`src/hdl/scio_pkg.sv`:
```
// Shared types, constants and reset-default functions for the Super I/O configuration port.
package scio_pkg;

  // Register file size and reset chip code.
  localparam int unsigned RegCountDefault  = 16;
  localparam logic [7:0]  ChipVariantReset = 8'h65;

  // Unlock sequence keys and the unlocked count.
  localparam logic [7:0] UnlockKey = 8'h55;
  localparam logic [7:0] LockKey   = 8'haa;
  localparam logic [1:0] Unlocked  = 2'd2;
  localparam logic [7:0] ReadIdle  = 8'hff;

  // Access kind and port codes.
  localparam logic ModeRead  = 1'b0;
  localparam logic ModeWrite = 1'b1;
  localparam logic PortIndex = 1'b0;
  localparam logic PortData  = 1'b1;

  // Configuration register indexes.
  localparam logic CfgChipVariant = 1'b0;
  localparam logic CfgIdePresent  = 1'b1;

  // Chip codes that set defaults and parallel modes.
  localparam logic [7:0] ChipCode61 = 8'h61;
  localparam logic [7:0] ChipCode63 = 8'h63;
  localparam logic [7:0] ChipCode64 = 8'h64;
  localparam logic [7:0] ChipCode65 = 8'h65;
  localparam logic [7:0] ChipCode66 = 8'h66;

  // Register bytes that the decoder looks at.
  typedef struct packed {
    logic [7:0] r0;
    logic [7:0] r1;
    logic [7:0] r2;
    logic [7:0] r3;
    logic [7:0] r4;
    logic [7:0] r5;
    logic [7:0] ra;
    logic [7:0] chip_variant;
    logic       ide_present;
  } decode_in_t;

  // Decoded device settings.
  typedef struct packed {
    logic [9:0] uart_a_base;
    logic       uart_a_fast_clock;
    logic [9:0] uart_b_base;
    logic       uart_b_fast_clock;
    logic [9:0] lpt_base;
    logic [2:0] parallel_mode;
    logic [3:0] lpt_fifo_threshold;
    logic [9:0] fdc_base;
    logic [2:0] fdc_drive_control;
    logic       fdc_enhanced;
    logic [9:0] ide_base;
  } decode_out_t;

  // Highest writable register index for a chip code.
  function automatic logic [3:0] last_index(input logic [7:0] v);
    logic [3:0] r;
    if (v == ChipCode63 || v == ChipCode64 || v == ChipCode65 || v == ChipCode66) begin
      r = 4'd15;
    end else if (v >= ChipCode61) begin
      r = 4'd3;
    end else begin
      r = 4'd2;
    end
    return r;
  endfunction

  // Reset value of register i for a chip code.
  function automatic logic [7:0] default_reg(input logic [3:0] i, input logic [7:0] v);
    logic [7:0] r;
    r = 8'h00;
    case (i)
      4'd0: begin
        if (v == ChipCode63 || v == ChipCode65) r = 8'h3b;
        else if (v == ChipCode64 || v == ChipCode66) r = 8'h2b;
        else r = 8'h3f;
      end
      4'd1: r = 8'h9f;
      4'd2: r = 8'hdc;
      4'd3: r = 8'h78;
      4'd6: r = (v >= ChipCode63) ? 8'hff : 8'h00;
      4'd13: r = (v >= ChipCode63) ? v : 8'h00;
      4'd14: begin
        if (v >= ChipCode65) r = 8'h02;
        else if (v >= ChipCode63) r = 8'h01;
        else r = 8'h00;
      end
      default: r = 8'h00;
    endcase
    return r;
  endfunction

endpackage

```
`src/hdl/scio_decode.sv`:
```
// Decodes the configuration registers into serial, parallel, floppy and IDE settings.
module scio_decode (
  input  scio_pkg::decode_in_t  regs_i,
  output scio_pkg::decode_out_t dec_o
);

  logic [9:0] com3;
  logic [9:0] com4;

  // COM3 and COM4 addresses come from register 1 bits 6:5.
  always_comb begin
    case (regs_i.r1[6:5])
      2'd0: begin com3 = 10'h338; com4 = 10'h238; end
      2'd1: begin com3 = 10'h3e8; com4 = 10'h2e8; end
      2'd2: begin com3 = 10'h3e8; com4 = 10'h2e0; end
      default: begin com3 = 10'h220; com4 = 10'h228; end
    endcase
  end

  // Serial base from one nibble of register 2: bit 2 enables, bits 1:0 pick.
  function automatic logic [9:0] uart_base(input logic [3:0] nib, input logic [9:0] c3,
                                           input logic [9:0] c4);
    logic [9:0] b;
    b = 10'h000;
    if (nib[2]) begin
      case (nib[1:0])
        2'd0: b = 10'h3f8;
        2'd1: b = 10'h2f8;
        2'd2: b = c3;
        default: b = c4;
      endcase
    end
    return b;
  endfunction

  // Remaining fields are direct bit decodes.
  always_comb begin
    dec_o.uart_a_base       = uart_base(regs_i.r2[3:0], com3, com4);
    dec_o.uart_a_fast_clock = regs_i.r4[4];
    dec_o.uart_b_base       = uart_base(regs_i.r2[7:4], com3, com4);
    dec_o.uart_b_fast_clock = regs_i.r4[5];

    case (regs_i.r1[1:0])
      2'd1: dec_o.lpt_base = 10'h3bc;
      2'd2: dec_o.lpt_base = 10'h378;
      2'd3: dec_o.lpt_base = 10'h278;
      default: dec_o.lpt_base = 10'h000;
    endcase

    if (regs_i.r1[3]) begin
      dec_o.parallel_mode = 3'd0;
    end else if (regs_i.chip_variant >= scio_pkg::ChipCode65) begin
      dec_o.parallel_mode = 3'd1 + {1'b0, regs_i.r4[1:0]};
    end else begin
      dec_o.parallel_mode = 3'd1;
    end
    dec_o.lpt_fifo_threshold = regs_i.ra[3:0];

    dec_o.fdc_base = regs_i.r0[4] ? (regs_i.r5[0] ? 10'h370 : 10'h3f0) : 10'h000;
    dec_o.fdc_drive_control = {regs_i.r5[5], regs_i.r5[4:3]};
    dec_o.fdc_enhanced = regs_i.r3[1];
    dec_o.ide_base = (regs_i.ide_present && regs_i.r0[0]) ?
                     (regs_i.r5[1] ? 10'h170 : 10'h1f0) : 10'h000;
  end

endmodule

```
`src/hdl/superio_config_port.sv`:
```
// Top level of the Super I/O configuration port: unlock logic, register file, result register.
// The result of an access is registered and appears in the cycle after its input transfer.
// One access per cycle when not stalled; the register file and decode update in one pass.
// An output register holds the result; a new transfer is taken whenever it is empty or drained.
// Reset (rst_ni low, asynchronous) locks the port, clears the index, loads the register
// defaults of chip code 0x65, and sets chip_variant to 0x65 and ide_present to 0.
module superio_config_port #(
  parameter int unsigned RegCount = scio_pkg::RegCountDefault
) (
  input  logic       clk_i,
  input  logic       rst_ni,
  // Configuration write port
  input  logic       cfg_we_i,
  input  logic       cfg_index_i,
  input  logic [7:0] cfg_data_i,
  // Access channel
  input  logic       in_valid_i,
  output logic       in_stall_o,
  input  logic       mode_i,
  input  logic       port_select_i,
  input  logic [7:0] write_data_i,
  // Result channel
  output logic       out_valid_o,
  input  logic       out_stall_i,
  output logic [7:0] read_data_o,
  output logic [9:0] uart_a_base_o,
  output logic       uart_a_fast_clock_o,
  output logic [9:0] uart_b_base_o,
  output logic       uart_b_fast_clock_o,
  output logic [9:0] lpt_base_o,
  output logic [2:0] parallel_mode_o,
  output logic [3:0] lpt_fifo_threshold_o,
  output logic [9:0] fdc_base_o,
  output logic [2:0] fdc_drive_control_o,
  output logic       fdc_enhanced_o,
  output logic [9:0] ide_base_o
);

  localparam int unsigned IdxW = (RegCount > 1) ? $clog2(RegCount) : 1;
  localparam logic [3:0]  LastIdx = scio_pkg::last_index(scio_pkg::ChipVariantReset);

  logic [7:0] chip_variant_q;
  logic       ide_present_q;
  logic [1:0] unlock_q, unlock_d;
  logic [7:0] index_q, index_d;
  logic [7:0] regs_q [RegCount];
  logic [7:0] regs_d [RegCount];
  logic [7:0] view [16];
  logic       out_valid_q;
  logic [7:0] read_data_q;
  logic [7:0] rd_d;
  logic       index_ok;
  logic       in_xfer;
  scio_pkg::decode_in_t  dec_in;
  scio_pkg::decode_out_t dec_out;
  scio_pkg::decode_out_t dec_q;

  // Take a new access when the result register is empty or being drained.
  assign in_stall_o = out_valid_q && out_stall_i;
  assign in_xfer    = in_valid_i && !in_stall_o;

  // Configuration registers.
  always_ff @(posedge clk_i or negedge rst_ni) begin
    if (!rst_ni) begin
      chip_variant_q <= scio_pkg::ChipVariantReset;
      ide_present_q  <= 1'b0;
    end else if (cfg_we_i) begin
      case (cfg_index_i)
        scio_pkg::CfgChipVariant: chip_variant_q <= cfg_data_i;
        scio_pkg::CfgIdePresent:  ide_present_q  <= cfg_data_i[0];
        default: ;
      endcase
    end
  end

  // The selected index must be within both the limit of the reset chip code and the file size.
  assign index_ok = (index_q <= {4'd0, LastIdx}) && (index_q < 8'(RegCount));

  // Unlock sequence, index selection, register file write and read data for one access.
  always_comb begin
    unlock_d = unlock_q;
    index_d  = index_q;
    regs_d   = regs_q;
    rd_d     = scio_pkg::ReadIdle;
    if (mode_i == scio_pkg::ModeWrite) begin
      if (unlock_q == scio_pkg::Unlocked) begin
        if (port_select_i == scio_pkg::PortIndex) begin
          if (write_data_i == scio_pkg::LockKey) unlock_d = 2'd0;
          else index_d = write_data_i;
        end else if (index_ok) begin
          regs_d[index_q[IdxW-1:0]] = write_data_i;
        end
      end else if (port_select_i == scio_pkg::PortIndex &&
                   write_data_i == scio_pkg::UnlockKey) begin
        unlock_d = unlock_q + 2'd1;
      end
    end else if (unlock_q == scio_pkg::Unlocked && port_select_i == scio_pkg::PortData &&
                 index_ok) begin
      rd_d = regs_q[index_q[IdxW-1:0]];
    end
  end

  // Registers beyond the file size read as zero in the decode.
  always_comb begin
    for (int i = 0; i < 16; i++) view[i] = 8'h00;
    for (int i = 0; i < RegCount; i++) view[i] = regs_d[i];
  end

  assign dec_in.r0           = view[0];
  assign dec_in.r1           = view[1];
  assign dec_in.r2           = view[2];
  assign dec_in.r3           = view[3];
  assign dec_in.r4           = view[4];
  assign dec_in.r5           = view[5];
  assign dec_in.ra           = view[10];
  assign dec_in.chip_variant = chip_variant_q;
  assign dec_in.ide_present  = ide_present_q;

  scio_decode u_decode (
    .regs_i (dec_in),
    .dec_o  (dec_out)
  );

  // Port state and register file.
  always_ff @(posedge clk_i or negedge rst_ni) begin
    if (!rst_ni) begin
      unlock_q <= 2'd0;
      index_q  <= 8'h00;
      for (int i = 0; i < RegCount; i++) begin
        regs_q[i] <= scio_pkg::default_reg(4'(i), scio_pkg::ChipVariantReset);
      end
    end else if (in_xfer) begin
      unlock_q <= unlock_d;
      index_q  <= index_d;
      regs_q   <= regs_d;
    end
  end

  // Result valid flag.
  always_ff @(posedge clk_i or negedge rst_ni) begin
    if (!rst_ni) begin
      out_valid_q <= 1'b0;
    end else if (in_xfer) begin
      out_valid_q <= 1'b1;
    end else if (!out_stall_i) begin
      out_valid_q <= 1'b0;
    end
  end

  // Result payload.
  always_ff @(posedge clk_i) begin
    if (in_xfer) begin
      read_data_q <= rd_d;
      dec_q       <= dec_out;
    end
  end

  assign out_valid_o          = out_valid_q;
  assign read_data_o          = read_data_q;
  assign uart_a_base_o        = dec_q.uart_a_base;
  assign uart_a_fast_clock_o  = dec_q.uart_a_fast_clock;
  assign uart_b_base_o        = dec_q.uart_b_base;
  assign uart_b_fast_clock_o  = dec_q.uart_b_fast_clock;
  assign lpt_base_o           = dec_q.lpt_base;
  assign parallel_mode_o      = dec_q.parallel_mode;
  assign lpt_fifo_threshold_o = dec_q.lpt_fifo_threshold;
  assign fdc_base_o           = dec_q.fdc_base;
  assign fdc_drive_control_o  = dec_q.fdc_drive_control;
  assign fdc_enhanced_o       = dec_q.fdc_enhanced;
  assign ide_base_o           = dec_q.ide_base;

`ifndef SYNTHESIS
  // The input side only stalls behind a held result.
  a_stall_needs_result: assert property (@(posedge clk_i) disable iff (!rst_ni)
    in_stall_o |-> out_valid_o) else $error("input stalled with no result held");

  // Every transfer produces a result in the next cycle.
  a_xfer_gives_result: assert property (@(posedge clk_i) disable iff (!rst_ni)
    in_xfer |=> out_valid_o) else $error("transfer produced no result");

  // Write accesses always return the idle byte.
  a_write_reads_idle: assert property (@(posedge clk_i) disable iff (!rst_ni)
    in_xfer && mode_i == scio_pkg::ModeWrite |=> read_data_o == scio_pkg::ReadIdle)
    else $error("write access returned register data");

  // A locked port never returns register data.
  a_locked_reads_idle: assert property (@(posedge clk_i) disable iff (!rst_ni)
    in_xfer && unlock_q != scio_pkg::Unlocked |=> read_data_o == scio_pkg::ReadIdle)
    else $error("locked port returned register data");

  // The unlock count stops at the unlocked value.
  a_unlock_bounded: assert property (@(posedge clk_i) disable iff (!rst_ni)
    unlock_q != 2'd3) else $error("unlock count overran");
`endif

endmodule
```
`config.mk`:
```
export PLATFORM = sky130hd
export DESIGN_NAME = superio_config_port
export DESIGN_NICKNAME = d
export VERILOG_FILES = /design/src/hdl/scio_pkg.sv /design/src/hdl/scio_decode.sv /design/src/hdl/superio_config_port.sv
export SDC_FILE = /design/constraint.sdc
export NUM_CORES = 1
export LEC_CHECK = 0
export BUFFER_PORTS_ARGS = -buffer_cell sky130_fd_sc_hd__clkbuf_2
export CORE_ASPECT_RATIO = 2
export CORE_MARGIN = 3
export CORE_UTILIZATION = 60
export CTS_BUF_LIST = sky130_fd_sc_hd__clkbuf_4 sky130_fd_sc_hd__clkbuf_8
export DETAILED_ROUTE_END_ITERATION = 12
export GPL_TIMING_DRIVEN = 0
export MAX_ROUTING_LAYER = met4
export PLACE_DENSITY = 0.9
export SYNTH_ARGS = -nofsm -noshare
export SYNTH_HDL_FRONTEND = slang
export SYNTH_SLANG_ARGS = --single-unit
```
`constraint.sdc`:
```
create_clock -name clk_i -period 5.06 [get_ports clk_i]
set_clock_uncertainty 0.05 [all_clocks]
set_input_delay 0.759 -clock clk_i [delete_from_list [all_inputs] [get_ports clk_i]]
set_output_delay 0.759 -clock clk_i [all_outputs]
set_load 0.05 [all_outputs]
```
# [Word-level counts from Yosys, hierarchy flattened]
# Index checks and enable logic that the tools add are counted.
[op_classes] addsub=2 div_mod_pow=0 bitwise_logic=6 n_reduce_logical=21 mux=24 n_eq_ne=15 n_mul=0 order_cmp=5 n_shift=0
[ops] operator="$mux 125" n=4
[ops] operator="$bwmux 128" n=1
[ops] operator="$pmux 9 s3" n=2
[ops] operator="$mux 8" n=5
[ops] operator="$bmux 8 s4" n=1
[ops] operator="$demux 8 s4" n=1
[ops] operator="$pmux 10 s3" n=1
[ops] operator="$pmux 8 s3" n=1
[ops] operator="$pmux 9 s2" n=1
[ops] operator="$reduce_and 5->1" n=3
[ops] operator="$eq 2x2->1 const B" n=6
[ops] operator="$eq 2x1->1 const B" n=4
[ops] operator="$eq 8x7->1 const B" n=1
[ops] operator="$eq 8x8->1 const B" n=1
[ops] operator="$ge 8x7->1 const B" n=1
[ops] operator="$le 8x4->1 const B" n=1
[ops] operator="$logic_and 1x1->1" n=8
[ops] operator="$lt 8x5->1 const B" n=1
[ops] operator="$mux 2" n=4
[ops] operator="$logic_not 2->1" n=3
[ops] operator="$reduce_or 2->1" n=3
[ops] operator="$ge 5x5->1 const B" n=1
[ops] operator="$lt 5x1->1 const B" n=1
[ops] operator="$not 1->1" n=5
[ops] operator="other kinds (9)" n=13
[word_totals] ram_bits=0 latchBits=0 inputBits=24 register_bits=219 word_cells=114 n_memories=0 out_inout_bits=73 mem_bits_ro=0

# [Longest topological paths before layout]
[logic_depth] ltp_word=14 depth_mapped=9 ltp_nobuf=8

# [Modules after synthesis]
# Synthesis repeated with hierarchy kept, for this count alone.
[hier_totals] cells_unflattened=695 hier_area_um2=10412.5
[modules_own_cells] mod="superio_config_port" cells_per_inst=608 instances=1 seq_area_each_um2=5881.9 area_each_um2=9774.4
[modules_own_cells] mod="scio_decode" cells_per_inst=87 instances=1 seq_area_each_um2=0.0 area_each_um2=638.1

# [Worst setup path before layout]
# Ideal clock, no wire load.
[synth_path] path_type="input port to flip-flop" start="input out_stall_i" end="register regs_q[0] in the netlist's numbering" cell_stages=8 setup_ns=0.125 n_path_buf=1 path_slack_ns=1.772 required_time_ns=4.885 arrival_time_ns=3.114 path_cell_list="nand2_1 nand2_1 inv_1 nand4_1 or2_2 clkbuf_1 nor2_2 mux2_2"
[synth_via] elab_chain_len=4
[synth_rtl] item="start, declared" line_no="superio_config_port.sv:24" text="input logic out_stall_i,"
[synth_rtl] item="$logic_and 1x1->1" line_no="superio_config_port.sv:59" text="assign in_stall_o = out_valid_q && out_stall_i;"
[synth_rtl] item="$logic_not 1->1" line_no="superio_config_port.sv:60" text="assign in_xfer = in_valid_i && !in_stall_o;"
[synth_rtl] item="$logic_and 1x1->1" line_no="superio_config_port.sv:60"
[synth_rtl] item="named net in_xfer" line_no="superio_config_port.sv:53" text="logic in_xfer;"
[synth_rtl] item="$reduce_and 5->1 (no line)"
[synth_rtl] item="end signal, assigned by index" line_no="superio_config_port.sv:130" text="regs_q[i] <= scio_pkg::default_reg(4'(i), scio_pkg::ChipVariantReset);"
[synth_rtl] item="end signal, assigned" line_no="superio_config_port.sv:135" text="regs_q <= regs_d;"
[synth_rtl] item="end, declared" line_no="superio_config_port.sv:46" text="logic [7:0] regs_q [RegCount];"
# The timed path passes the listed nets, and every way through them passes these cells.
# A chain may end at the register's enable or synchronous reset.

==> flow_summary.toml <==
[status]
status = "finished clean"

[worst_setup_path]
r2r_setup_slack_ps = 1750
critPathMaxFanout = 10
worstSetupPathType = "flop to flop"
crit_end_element = "flop"
worstSetupStartpointType = "flop"
worst-endpoint-arrival_ps = 3500
cp_data_required_time_ps = 5250

[grt]
via_count_of_the_first_global_routing_pass = 5901
grt_util_all_layers = 0.264
initial_antenna_violation_count = 0
globalRoute.totalOverflow = 0
grt_pass1_wl_um = 31100
grt_start_max_net_pins = 121

[pwr]
ir_worst_vdd_mv = 0.179
leakage_nw = 4.60
internal-power_w = 0.00226
p_seq_frac = 0.511
share_comb_of_total_power = 0.204
p_per_area_nw_per_um2 = 331
power.net_switching_w = 0.00106
p_total_w = 0.00332
pwr-share-clk = 0.285
power.share.switching = 0.319

[sta]
slew-limit-headroom = 0.283
maxSlewViolCount = 0
finalSetupTns_ps = 0
final.min_clock_period_ps = 3310
period_share = 0.654
report.final.hold_viol_count = 0
peak_clock_frequency_supported_by_timing_mhz = 302
tightest_pin_transition_ps = 1070
unrepaired_setup_endpoints_after_global_routing = "no"
report.final.setup_viol = 0

[synthesis]
synth_cell_type_count = 47
most_used_flip_flop_cell_after_synthesis = "sky130_fd_sc_hd__dfrtp_1"
yosys.area_share.simple = 0.0620
synthAdderAreaFrac = 0.00840
synth-compound-area-share = 0.00868
synth_edf_count = 39
synth_async_sr_flop_share = 0.791
yosysWarnings = 0
postSynthAreaPerCell_sq_um = 15.3
ys_seq_elements = 187
synth.mux.area_fraction = 0.322
cell_area_after_technology_mapping_sq_um = 8940
synth_xor_xnor_area_share = 0
sequential_element_share_of_the_synthesized_area = 0.551
largest_family_of_logic_cells_by_synthesized_area = "multiplexers"
netlist_instances = 585

[clocking]
postCtsHoldBufs = 0
cts_tree = "built"
tritoncts_num_sinks = 187
cts-buffers-inserted = 17
insertion_delay_ps = 480
max-clock-path-buffers = 2
clock-root-buffer = "sky130_fd_sc_hd__clkbuf_8"
ctsHtreeMaxLevel = 4
post_cts.resized_instances = 0
clk_pin_slew_worst_paths_ps = 100
post_cts_setup_driven_buffer_insertion_count = 0

[worst_hold_path]
worstHoldPathType = "input port to asynchronous set/reset pin"

[detailed_routing]
dr_total_vias = 5470
routed_wire_length_per_instance_um = 22.3
detail_route.first_pass.iterations = 5
route.final.wire_length_um = 20200
via_per_inst = 6.05
final_antenna_net_count = 0
initialDrtViolationCount = 317
drcViolationCount = 0

[floorplan]
num_rows = 62
design.core.area_sq_um = 14500
initial_utilization = 0.616
boundaryPins = 97
die_h_um = 179
floorplan.die.width_um = 92.3
dieArea_sq_um = 16500

[layout]
syn_to_final_growth_pct = 12.3
diode_insertion_count_for_antenna_repair = 0
drive_above_1_share = 0.581
nNetsFinal = 729

[placed_design]
io_buffers = 78
gp_congestion = 0.954
placed_wire_length_estimate_after_detailed_placement_um = 14900

[flow_run]
timing.max_cap.violations = 0
logic make-up (layout without fill, tap and decap cells):
family,count (synthesis),in the layout
compound gates,14,14
fa+ha+maj,6,6
other cells,1,17
flops,187,187
buf+inv,77,188
mux,214,214
simple gates,86,86
registers in the layout, indices dropped and copies added, names as in the netlist, 3 cells and up:
register              count
fdc_drive_control_o       3
uart_b_base_o             5
lpt_fifo_threshold_o      4
lpt_base_o                4
uart_a_base_o             5
read_data_o               8
parallel_mode_o           3
chip_variant_q            8
regs_q                  128
index_q                   8
cell type report:
cell class                      count  area (sq um)
Multi-Input combinational cell    337          3650
Timing Repair Buffer               79           427
Clock buffer                       18           248
Buffer                             67           393
Tap cell                          192           240
Fill cell                         956          4470
Clock inverter                     14           124
Sequential cell                   187          4920
Inverter                           10          37.5
cells in the mapped netlist, drive strengths merged (2+ instances only):
library cell	count	area share
or2	3	0.0021
nor3	4	0.0039
mux4	40	0.10
edfxtp	39	0.13
buf	41	0.033
ha	6	0.0084
dfstp	37	0.11
nor2b	5	0.0035
nand2b	7	0.0057
or4	2	0.0021
mux2i	11	0.012
inv	10	0.0042
nor3b	2	0.0017
and2	2	0.0014
dfrtp	111	0.31
and3b	2	0.0020
nand4	4	0.0028
a21oi	8	0.0045
or3	9	0.0063
nor4	3	0.0035
mux2	163	0.21
nand2	13	0.0055
nand3	2	0.0011
nor2	20	0.012
nor4b	2	0.0020
clkbuf	26	0.011
o21ai	3	0.0017
power groups by stage:
stage               combinational, W  sequential, W  clock (W)
floorplan                   0.000454        0.00176          0
global placement            0.000649        0.00172          0
detailed placement          0.000675        0.00173          0
CTS                         0.000677        0.00170   0.000958
global route                0.000722        0.00171    0.00102
finish                      0.000676        0.00170   0.000947
through the flow:
stage,hold slack [ps],utilization,setup WS [ps],instance area [sq um],std cells
global placement,433,0.664,1000,9630,871
finish,114,0.692,1750,10000,904
global route,104,0.692,1580,10000,904
CTS,100,0.692,1780,10000,904
floorplan,413,-,1770,9000,601
detailed placement,441,0.666,1510,9670,872
final timing paths:
| check | endpoint | start | cells after the start |
|---|---|---|---|
| setup reg to reg | parallel_mode_o[1]$_SDFFCE_PP0P_ | index_q[0]$_DFFE_PN0P_ | 9 |
| setup / recovery | parallel_mode_o[1]$_SDFFCE_PP0P_ | index_q[0]$_DFFE_PN0P_ | 9 |
| min in group clk_i | out_valid_o$_DFFE_PN0P_ | in_valid_i | 2 |
| hold / removal | regs_q[87]$_DFFE_PN0P_ | rst_ni | 1 |
| max in group asynchronous | regs_q[1]$_DFFE_PN0P_ | rst_ni | 2 |
| hold reg to reg | regs_q[30]$_DFFE_PN0P_ | regs_q[30]$_DFFE_PN0P_ | 1 |
routing by layer:
metal | track usage | vias up | routed length [um]
met5 | - | - | 0
met4 | 0.186 | 0 | 1350
met3 | 0.0426 | 86 | 958
met2 | 0.461 | 256 | 11300
met1 | 0.265 | 2804 | 6620
li1 | - | 2324 | -
critical path: stages, from the launching register on:
cell	delay, ps
sky130_fd_sc_hd__dfrtp_1	400
sky130_fd_sc_hd__buf_2	240
sky130_fd_sc_hd__buf_2	280
sky130_fd_sc_hd__or2_1	260
sky130_fd_sc_hd__clkbuf_1	200
sky130_fd_sc_hd__nor4_2	740
sky130_fd_sc_hd__mux2i_1	370
sky130_fd_sc_hd__inv_1	90
sky130_fd_sc_hd__ha_1	270
sky130_fd_sc_hd__and3b_1	170
cells in the final DEF (no fill, tap or decap), types with 4 or more instances in the layout:
cell	count
sky130_fd_sc_hd__or3_1	9
sky130_fd_sc_hd__buf_2	5
sky130_fd_sc_hd__edfxtp_1	39
sky130_fd_sc_hd__mux2_4	8
sky130_fd_sc_hd__mux4_2	40
sky130_fd_sc_hd__nor2_2	12
sky130_fd_sc_hd__nand2b_1	6
sky130_fd_sc_hd__nand2_1	13
sky130_fd_sc_hd__nor2_1	8
sky130_fd_sc_hd__inv_6	8
sky130_fd_sc_hd__ha_1	6
sky130_fd_sc_hd__nor2b_1	5
sky130_fd_sc_hd__buf_4	32
sky130_fd_sc_hd__clkbuf_2	77
sky130_fd_sc_hd__a21oi_1	8
sky130_fd_sc_hd__conb_1	17
sky130_fd_sc_hd__inv_1	9
sky130_fd_sc_hd__mux2_2	155
sky130_fd_sc_hd__dfrtp_1	111
sky130_fd_sc_hd__clkbuf_8	19
sky130_fd_sc_hd__dfstp_2	37
sky130_fd_sc_hd__clkbuf_1	26
sky130_fd_sc_hd__mux2i_1	11
sky130_fd_sc_hd__nand4_1	4
(Power assumes the default switching activity.)
